## src/rtl/core/msb_pkg.sv

```systemverilog
package msb_pkg;

	localparam int NUM_STACKS_DEF = 8;
	localparam int CAPACITY_DEF = 64;
	localparam int VALUE_W = 32;
	localparam int SID_W = 3;

	localparam logic [VALUE_W-1:0] UNDERFLOW_VALUE = 32'h7FFF_FFFF;

	typedef enum logic {
		FUNC_PUSH = 1'b0,
		FUNC_POP  = 1'b1
	} func_t;

	typedef enum logic [1:0] {
		STATUS_DONE      = 2'd0,
		STATUS_OVERFLOW  = 2'd1,
		STATUS_UNDERFLOW = 2'd2
	} status_t;

	typedef enum logic [1:0] {
		FSM_IDLE,
		FSM_TOP,
		FSM_NODE
	} fsm_t;

endpackage

```

## src/rtl/core/msb_top_store.sv

```systemverilog
module msb_top_store import msb_pkg::*; #(
	parameter int NUM_STACKS = NUM_STACKS_DEF,
	parameter int CAPACITY = CAPACITY_DEF,
	parameter int PTR_W = $clog2(CAPACITY + 1),
	parameter int AW = (NUM_STACKS > 1) ? $clog2(NUM_STACKS) : 1
) (
	input  logic             clk,
	input  logic             arst_n,
	input  logic             rd_en,
	input  logic [AW-1:0]    rd_addr,
	output logic [PTR_W-1:0] rd_data,
	input  logic             wr_en,
	input  logic [AW-1:0]    wr_addr,
	input  logic [PTR_W-1:0] wr_data
);

	logic [PTR_W-1:0]      mem_q [NUM_STACKS];
	logic [PTR_W-1:0]      data_q;
	logic [NUM_STACKS-1:0] valid_q;
	logic                  rd_valid_q;

	// An entry never written holds the null code, which the valid bits supply.
	always_ff @(posedge clk) begin
		if (wr_en) begin
			mem_q[wr_addr] <= wr_data;
		end
		if (rd_en) begin
			data_q <= mem_q[rd_addr];
		end
	end

	always_ff @(posedge clk or negedge arst_n) begin
		if (!arst_n) begin
			valid_q <= '0;
			rd_valid_q <= 1'b0;
		end else begin
			if (wr_en) begin
				valid_q[wr_addr] <= 1'b1;
			end
			if (rd_en) begin
				rd_valid_q <= valid_q[rd_addr];
			end
		end
	end

	assign rd_data = rd_valid_q ? data_q : PTR_W'(CAPACITY);

endmodule

```

## src/rtl/core/msb_node_store.sv

```systemverilog
module msb_node_store import msb_pkg::*; #(
	parameter int CAPACITY = CAPACITY_DEF,
	parameter int PTR_W = $clog2(CAPACITY + 1),
	parameter int IDX_W = $clog2(CAPACITY)
) (
	input  logic               clk,
	input  logic               arst_n,
	input  logic               rd_en,
	input  logic [IDX_W-1:0]   rd_addr,
	output logic [VALUE_W-1:0] rd_value,
	output logic [PTR_W-1:0]   rd_link,
	input  logic               wr_en,
	input  logic [IDX_W-1:0]   wr_addr,
	input  logic [VALUE_W-1:0] wr_value,
	input  logic [PTR_W-1:0]   wr_link
);

	logic [VALUE_W+PTR_W-1:0] mem_q [CAPACITY];
	logic [VALUE_W+PTR_W-1:0] data_q;
	logic [IDX_W-1:0]         rd_addr_q;
	logic                     untouched_q;
	logic [PTR_W-1:0]         fill_q;

	// Slots at or above the fill count were never written; their link is the next slot.
	always_ff @(posedge clk) begin
		if (wr_en) begin
			mem_q[wr_addr] <= {wr_value, wr_link};
		end
		if (rd_en) begin
			data_q <= mem_q[rd_addr];
			rd_addr_q <= rd_addr;
		end
	end

	always_ff @(posedge clk or negedge arst_n) begin
		if (!arst_n) begin
			fill_q <= '0;
			untouched_q <= 1'b1;
		end else begin
			if (rd_en) begin
				untouched_q <= (PTR_W'(rd_addr) >= fill_q);
			end
			if (wr_en && (PTR_W'(wr_addr) == fill_q)) begin
				fill_q <= fill_q + PTR_W'(1);
			end
		end
	end

	assign rd_value = data_q[VALUE_W+PTR_W-1:PTR_W];
	assign rd_link = untouched_q ? (PTR_W'(rd_addr_q) + PTR_W'(1)) : data_q[PTR_W-1:0];

endmodule

```

## src/rtl/core/multi_stack_shared_buffer.sv

```systemverilog
// Sequence: a push, a pop of an empty stack and any item on a stack number out of range
// are finished in the stack-top read state, FSM_TOP; a pop of a non-empty stack then
// goes on to the slot read state, FSM_NODE, for the dependent read of the slot memory.
// No new item is taken until the block is back in idle; busy is high meanwhile.
// Reset: all stacks empty and every slot free; no clearing pass, the block is ready at once.
// The receiver cannot stall: done marks each result for exactly one cycle.
module multi_stack_shared_buffer import msb_pkg::*; #(
	parameter int NUM_STACKS = NUM_STACKS_DEF,
	parameter int CAPACITY = CAPACITY_DEF
) (
	input  logic                      clk,
	input  logic                      arst_n,
	input  logic                      start,
	output logic                      busy,
	input  logic                      func,
	input  logic [SID_W-1:0]          stack_id,
	input  logic signed [VALUE_W-1:0] push_value,
	output logic                      done,
	output logic signed [VALUE_W-1:0] pop_value,
	output logic [1:0]                status,
	output logic                      store_full,
	output logic                      stack_empty
);

	localparam int PTR_W = $clog2(CAPACITY + 1);
	localparam int IDX_W = $clog2(CAPACITY);
	localparam int TOP_AW = (NUM_STACKS > 1) ? $clog2(NUM_STACKS) : 1;
	localparam logic [PTR_W-1:0] NULL_CODE = PTR_W'(CAPACITY);

	fsm_t              state_q, state_d;
	func_t             func_q;
	logic [TOP_AW-1:0] sid_q;
	logic              in_range_q;
	logic [VALUE_W-1:0] val_q;
	logic [PTR_W-1:0]  slot_q, slot_d;
	logic [PTR_W-1:0]  free_head_q, free_head_d;

	logic               done_d, done_q;
	logic [VALUE_W-1:0] pop_value_d, pop_value_q;
	status_t            status_d, status_q;
	logic               store_full_d, store_full_q;
	logic               stack_empty_d, stack_empty_q;

	logic               top_rd_en, top_wr_en;
	logic [TOP_AW-1:0]  top_rd_addr;
	logic [PTR_W-1:0]   top_rd_data, top_wr_data;
	logic               node_rd_en, node_wr_en;
	logic [IDX_W-1:0]   node_rd_addr, node_wr_addr;
	logic [VALUE_W-1:0] node_rd_value, node_wr_value;
	logic [PTR_W-1:0]   node_rd_link, node_wr_link;

	logic accept, in_range, free_null, top_null, link_null;

	assign accept = start && (state_q == FSM_IDLE);
	assign in_range = (32'(stack_id) < 32'(NUM_STACKS));
	assign free_null = (free_head_q >= NULL_CODE);
	assign top_null = (top_rd_data >= NULL_CODE);
	assign link_null = (node_rd_link >= NULL_CODE);

	msb_top_store #(
		.NUM_STACKS(NUM_STACKS),
		.CAPACITY(CAPACITY),
		.PTR_W(PTR_W),
		.AW(TOP_AW)
	) u_top_store (
		.clk(clk),
		.arst_n(arst_n),
		.rd_en(top_rd_en),
		.rd_addr(top_rd_addr),
		.rd_data(top_rd_data),
		.wr_en(top_wr_en),
		.wr_addr(sid_q),
		.wr_data(top_wr_data)
	);

	msb_node_store #(
		.CAPACITY(CAPACITY),
		.PTR_W(PTR_W),
		.IDX_W(IDX_W)
	) u_node_store (
		.clk(clk),
		.arst_n(arst_n),
		.rd_en(node_rd_en),
		.rd_addr(node_rd_addr),
		.rd_value(node_rd_value),
		.rd_link(node_rd_link),
		.wr_en(node_wr_en),
		.wr_addr(node_wr_addr),
		.wr_value(node_wr_value),
		.wr_link(node_wr_link)
	);

	always_comb begin
		state_d = state_q;
		slot_d = slot_q;
		free_head_d = free_head_q;
		done_d = 1'b0;
		pop_value_d = '0;
		status_d = STATUS_DONE;
		store_full_d = free_null;
		stack_empty_d = 1'b1;
		top_rd_en = 1'b0;
		top_rd_addr = TOP_AW'(stack_id);
		top_wr_en = 1'b0;
		top_wr_data = top_rd_data;
		node_rd_en = 1'b0;
		node_rd_addr = free_head_q[IDX_W-1:0];
		node_wr_en = 1'b0;
		node_wr_addr = free_head_q[IDX_W-1:0];
		node_wr_value = val_q;
		node_wr_link = top_rd_data;
		case (state_q)
			FSM_IDLE: begin
				if (accept) begin
					top_rd_en = in_range;
					node_rd_en = !free_null;
					state_d = FSM_TOP;
				end
			end
			FSM_TOP: begin
				if (!in_range_q) begin
					done_d = 1'b1;
					if (func_q == FUNC_PUSH) begin
						status_d = STATUS_OVERFLOW;
					end else begin
						status_d = STATUS_UNDERFLOW;
						pop_value_d = UNDERFLOW_VALUE;
					end
					state_d = FSM_IDLE;
				end else if (func_q == FUNC_PUSH) begin
					done_d = 1'b1;
					state_d = FSM_IDLE;
					if (free_null) begin
						status_d = STATUS_OVERFLOW;
						stack_empty_d = top_null;
					end else begin
						node_wr_en = 1'b1;
						top_wr_en = 1'b1;
						top_wr_data = free_head_q;
						free_head_d = node_rd_link;
						store_full_d = link_null;
						stack_empty_d = 1'b0;
					end
				end else if (top_null) begin
					done_d = 1'b1;
					status_d = STATUS_UNDERFLOW;
					pop_value_d = UNDERFLOW_VALUE;
					state_d = FSM_IDLE;
				end else begin
					node_rd_en = 1'b1;
					node_rd_addr = top_rd_data[IDX_W-1:0];
					slot_d = top_rd_data;
					state_d = FSM_NODE;
				end
			end
			FSM_NODE: begin
				node_wr_en = 1'b1;
				node_wr_addr = slot_q[IDX_W-1:0];
				node_wr_value = node_rd_value;
				node_wr_link = free_head_q;
				top_wr_en = 1'b1;
				top_wr_data = node_rd_link;
				free_head_d = slot_q;
				done_d = 1'b1;
				pop_value_d = node_rd_value;
				store_full_d = 1'b0;
				stack_empty_d = link_null;
				state_d = FSM_IDLE;
			end
			default: begin
				state_d = FSM_IDLE;
			end
		endcase
	end

	always_ff @(posedge clk or negedge arst_n) begin
		if (!arst_n) begin
			state_q <= FSM_IDLE;
			free_head_q <= '0;
			done_q <= 1'b0;
		end else begin
			state_q <= state_d;
			free_head_q <= free_head_d;
			done_q <= done_d;
		end
	end

	always_ff @(posedge clk) begin
		if (accept) begin
			func_q <= func_t'(func);
			sid_q <= TOP_AW'(stack_id);
			in_range_q <= in_range;
			val_q <= push_value;
		end
		slot_q <= slot_d;
		pop_value_q <= pop_value_d;
		status_q <= status_d;
		store_full_q <= store_full_d;
		stack_empty_q <= stack_empty_d;
	end

	assign busy = (state_q != FSM_IDLE);
	assign done = done_q;
	assign pop_value = pop_value_q;
	assign status = status_q;
	assign store_full = store_full_q;
	assign stack_empty = stack_empty_q;

endmodule

```

## config.mk

```make
export PLATFORM = sky130hd
export DESIGN_NAME = multi_stack_shared_buffer
export DESIGN_NICKNAME = d
export VERILOG_FILES = /design/src/rtl/core/msb_pkg.sv /design/src/rtl/core/msb_top_store.sv /design/src/rtl/core/msb_node_store.sv /design/src/rtl/core/multi_stack_shared_buffer.sv
export SDC_FILE = /design/constraint.sdc
export NUM_CORES = 2
export LEC_CHECK = 0
export BUFFER_PORTS_ARGS = -buffer_cell sky130_fd_sc_hd__buf_2
export CAP_MARGIN = 5
export CORE_ASPECT_RATIO = 1.4
export CORE_MARGIN = 10
export CORE_UTILIZATION = 40
export DETAILED_ROUTE_END_ITERATION = 12
export MAX_ROUTING_LAYER = met4
export SYNTH_ARGS = -nofsm -noshare
export SYNTH_HDL_FRONTEND = slang
export SYNTH_SLANG_ARGS = --single-unit
```

## constraint.sdc

```tcl
create_clock -name clk -period 6.7 [get_ports clk]
set_clock_uncertainty 0.05 [all_clocks]
set_input_delay 1.005 -clock clk [delete_from_list [all_inputs] [get_ports clk]]
set_output_delay 1.005 -clock clk [all_outputs]
set_load 0.005 [all_outputs]
```

==> impl_metrics.json <==
{
  "status": "completed",
  "start_kind": "register",
  "synth_area_um2": 104000,
  "vias": 56200,
  "reg2reg_from": "state_q[1]",
  "ys_async_sr_fraction": 0.00996,
  "met2_usage": 0.333,
  "p_clk_frac": 0.286,
  "dp_hpwl_um": 156000,
  "grt_overflow": 0,
  "p_comb_frac": 0.284,
  "gr-usage-met3": 0.0261,
  "hold_viol_final": 0,
  "grt_max_degree": 149,
  "viasPerCell": 5.72,
  "synth_seq_cells": 2710,
  "synth_edf_count": 2647,
  "cp_max_fo": 117,
  "synth_nets": 6081,
  "clock_path_buffers": 4,
  "synth_cell_types": 58,
  "final_util": 0.453,
  "worstSetupPathType": "register to register",
  "fp.dieW_um": 450,
  "vdd_drop_max_mv": 0.383,
  "setup_viol": 0,
  "tritoncts": "yes",
  "ctsResizeCount": 0,
  "h-tree-depth": 4,
  "r2r_setup_slack_ns": 1.80,
  "busiest_layer": "met2",
  "synth_ff_type": "edfxtp_1",
  "period_needed_ns": 4.90,
  "tns_ns": 0,
  "place_area_um2": 110000,
  "antenna_found_initial": 10,
  "p_sw_mw": 14.9,
  "start_util": 0.401,
  "netSwitchingFraction": 0.324,
  "required_ns": 7.30,
  "gr-usage-all-layers": 0.196,
  "fin_area_um2": 117000,
  "worstPathArrival_ns": 5.49,
  "cts_inserted_buffers": 235,
  "post_cts_buffers": 0,
  "slew_violations": 0,
  "grt_pass1_wl_um": 400000,
  "worst_slew_pin_slew_ns": 1.31,
  "p_leak_nw": 37.1,
  "syn_to_final_growth_pct": 12.9,
  "hp-class": "primary input to async pin",
  "nets": 6234,
  "cp-end-kind": "register",
  "antenna_left": 0,
  "die_height_um": 622,
  "worst_setup_hold_path_clk_slew_ns": 0.07,
  "io_buffers": 76,
  "dr.pass1.iters": 5,
  "startpoint": "state_q[1]",
  "yosysSeqAreaShare": 0.780,
  "first_global_vias": 56400,
  "relSlewSlack": 0.128,
  "synth_warnings": 0,
  "rsz0062_at_grt": "no",
  "grt.met1_usage": 0.247,
  "drive_above_1_share": 0.168,
  "synth_area_per_cell_um2": 17.2,
  "p_seq_frac": 0.430,
  "place_congestion": 0.850,
  "p_int_mw": 31.0,
  "cts-root-buf": "clkbuf_16",
  "fmax_mhz": 204,
  "routed_wl_um": 275000,
  "ctsHoldBuffers": 0,
  "worstSkewPairLatency_ns": 0.89,
  "fin_crit_sh": 0.731,
  "post-route-drc-count": 0,
  "drv_cap": 0,
  "syn_inst": 6031,
  "core_area_um2": 259000,
  "fill_cells": 21800,
  "row_count": 221,
  "die_area_um2": 280000,
  "drtIter0Drc": 6170,
  "cts_sinks": 2710,
  "ios": 77,
  "power_density_nw_per_um2": 392,
  "wl_per_cell_um": 27.9
}
## layout by cell type (no fill, tap or decap), drive strengths merged, types with 4 or more instances in the layout
master	instances
a22oi	156
buf	274
and2	4
dfxtp	36
nand2b	7
inv	59
bufinv	17
mux4	328
clkinvlp	11
ha	11
nand4	97
mux2i	70
or2	8
clkinv	112
a32oi	33
clkbuf	285
a21oi	13
edfxtp	2647
nand2	987
nand3	440
nor3	4
mux2	12
dfrtp	26
a21boi	35
xnor2	12
nor2	254
a32o	32
and4	39
o21ai	138
a31oi	126
a311o	31
o221ai	38
a21o	6
## sequential cells by signal, summed over array words and instances, names as in the netlist
register	count
val_q	32
done	1
func_q	1
u_top_store.mem_q	56
stack_empty	1
slot_q	7
sid_q	3
status	2
u_node_store.untouched_q	1
u_node_store.data_q	39
u_top_store.data_q	7
u_node_store.mem_q	2496
pop_value	32
state_q	2
u_node_store.rd_addr_q	6
u_node_store.fill_q	7
u_top_store.rd_valid_q	1
u_top_store.valid_q	8
store_full	1
free_head_q	7
## layer usage
| metal | vias to the layer above | share of wire |
|---|---|---|
| li1 | 23900 | - |
| met1 | 29400 | 0.39 |
| met2 | 2375 | 0.51 |
| met3 | 476 | 0.071 |
| met4 | 0 | 0.029 |
| met5 | - | 0 |
## Yosys cell counts, types with 3 or more instances
master / instances / area (um^2)
edfxtp_1: 2647 / 79500
nand2_1: 987 / 3700
nand3_1: 440 / 2200
mux4_2: 328 / 7390
nor2_1: 253 / 950
clkbuf_1: 199 / 747
a22oi_1: 156 / 1170
o21ai_0: 137 / 686
a31oi_1: 126 / 788
buf_2: 105 / 526
nand4_1: 97 / 607
mux2i_1: 68 / 681
inv_1: 55 / 206
and4_1: 39 / 342
o221ai_1: 38 / 333
dfxtp_1: 36 / 721
a21boi_0: 35 / 263
a32oi_1: 33 / 289
a32o_1: 32 / 320
a311o_1: 31 / 310
dfrtp_1: 26 / 651
buf_1: 21 / 78.8
buf_4: 18 / 135
buf_6: 15 / 169
a21oi_1: 13 / 65.1
xnor2_1: 12 / 105
ha_1: 11 / 138
mux2_2: 11 / 124
or2_2: 8 / 50.1
nand2b_1: 7 / 43.8
a21o_1: 6 / 45.0
and2_1: 4 / 25.0
nor3_1: 4 / 20.0
xor2_1: 3 / 26.3
## stage by stage
step / instances / setup slack, ns / hold slack [ns] / power [mW]
after floorplan: 6031 / 1.75 / 0.384 / 28.3
after global placement: 9403 / 1.79 / 0.397 / 33.0
after detailed placement: 9403 / 1.75 / 0.399 / 33.2
after CTS: 9826 / 1.76 / 0.103 / 46.2
after global routing: 9829 / 1.53 / 0.160 / 47.7
final: 9829 / 1.80 / 0.139 / 45.9
## final timing paths
| check | depth (start not counted) | endpoint |
|---|---|---|
| worst max-delay path | 12 | u_node_store.data_q[9] |
| max in group asynchronous | 1 | u_node_store.fill_q[5] |
| min in group clk | 1 | val_q[9] |
| worst max register to register | 12 | u_node_store.data_q[9] |
| worst min-delay path | 1 | u_top_store.valid_q[6] |
| worst min register to register | 1 | u_top_store.valid_q[7] |
## layout make-up
type / instances / area (um^2) / area share
diodes: 3 / 7.51 / 0.0000641
well taps: 3456 / 4320 / 0.0369
inverters: 61 / 260 / 0.00222
repair buffers: 274 / 2370 / 0.0202
clock inverters: 138 / 1100 / 0.00940
multi-input cells: 2902 / 21900 / 0.187
flip-flops and latches: 2710 / 80900 / 0.691
clock buffers: 285 / 6150 / 0.0526
## power groups by stage
stage	Combinational [mW]	Clock [mW]	Sequential (mW)
after floorplan	8.12	0	20.2
after global placement	12.9	0	20.1
after detailed placement	13.1	0	20.1
after CTS	13.1	13.3	19.7
after global routing	14.0	13.9	19.7
final	13.0	13.1	19.7
## worst max-delay path, stage by stage (launching register included)
cell and delay, ns:
dfrtp_1 0.40, inv_1 0.10, ha_1 0.41, nand4b_4 0.22
inv_4 0.26, mux2_8 0.58, inv_16 0.61, buf_4 0.41
buf_4 0.26, mux4_2 0.51, a22oi_1 0.20, nand3_1 0.23
and4_1 0.26
## cell families (layout without fill, tap and decap cells)
| kind of cell | after synthesis | in the layout | share of synthesized area |
|---|---|---|---|
| buf+inv | 419 | 758 | 0.0182 |
| fa+ha+maj | 11 | 11 | 0.00133 |
| compound gates | 617 | 617 | 0.0419 |
| flops | 2710 | 2710 | 0.780 |
| xor+xnor | 15 | 15 | 0.00127 |
| other cells | 0 | 3 | 0 |
| mux | 410 | 410 | 0.0795 |
| simple gates | 1849 | 1849 | 0.0774 |
No activity file was read; power rests on OpenSTA's default activity.
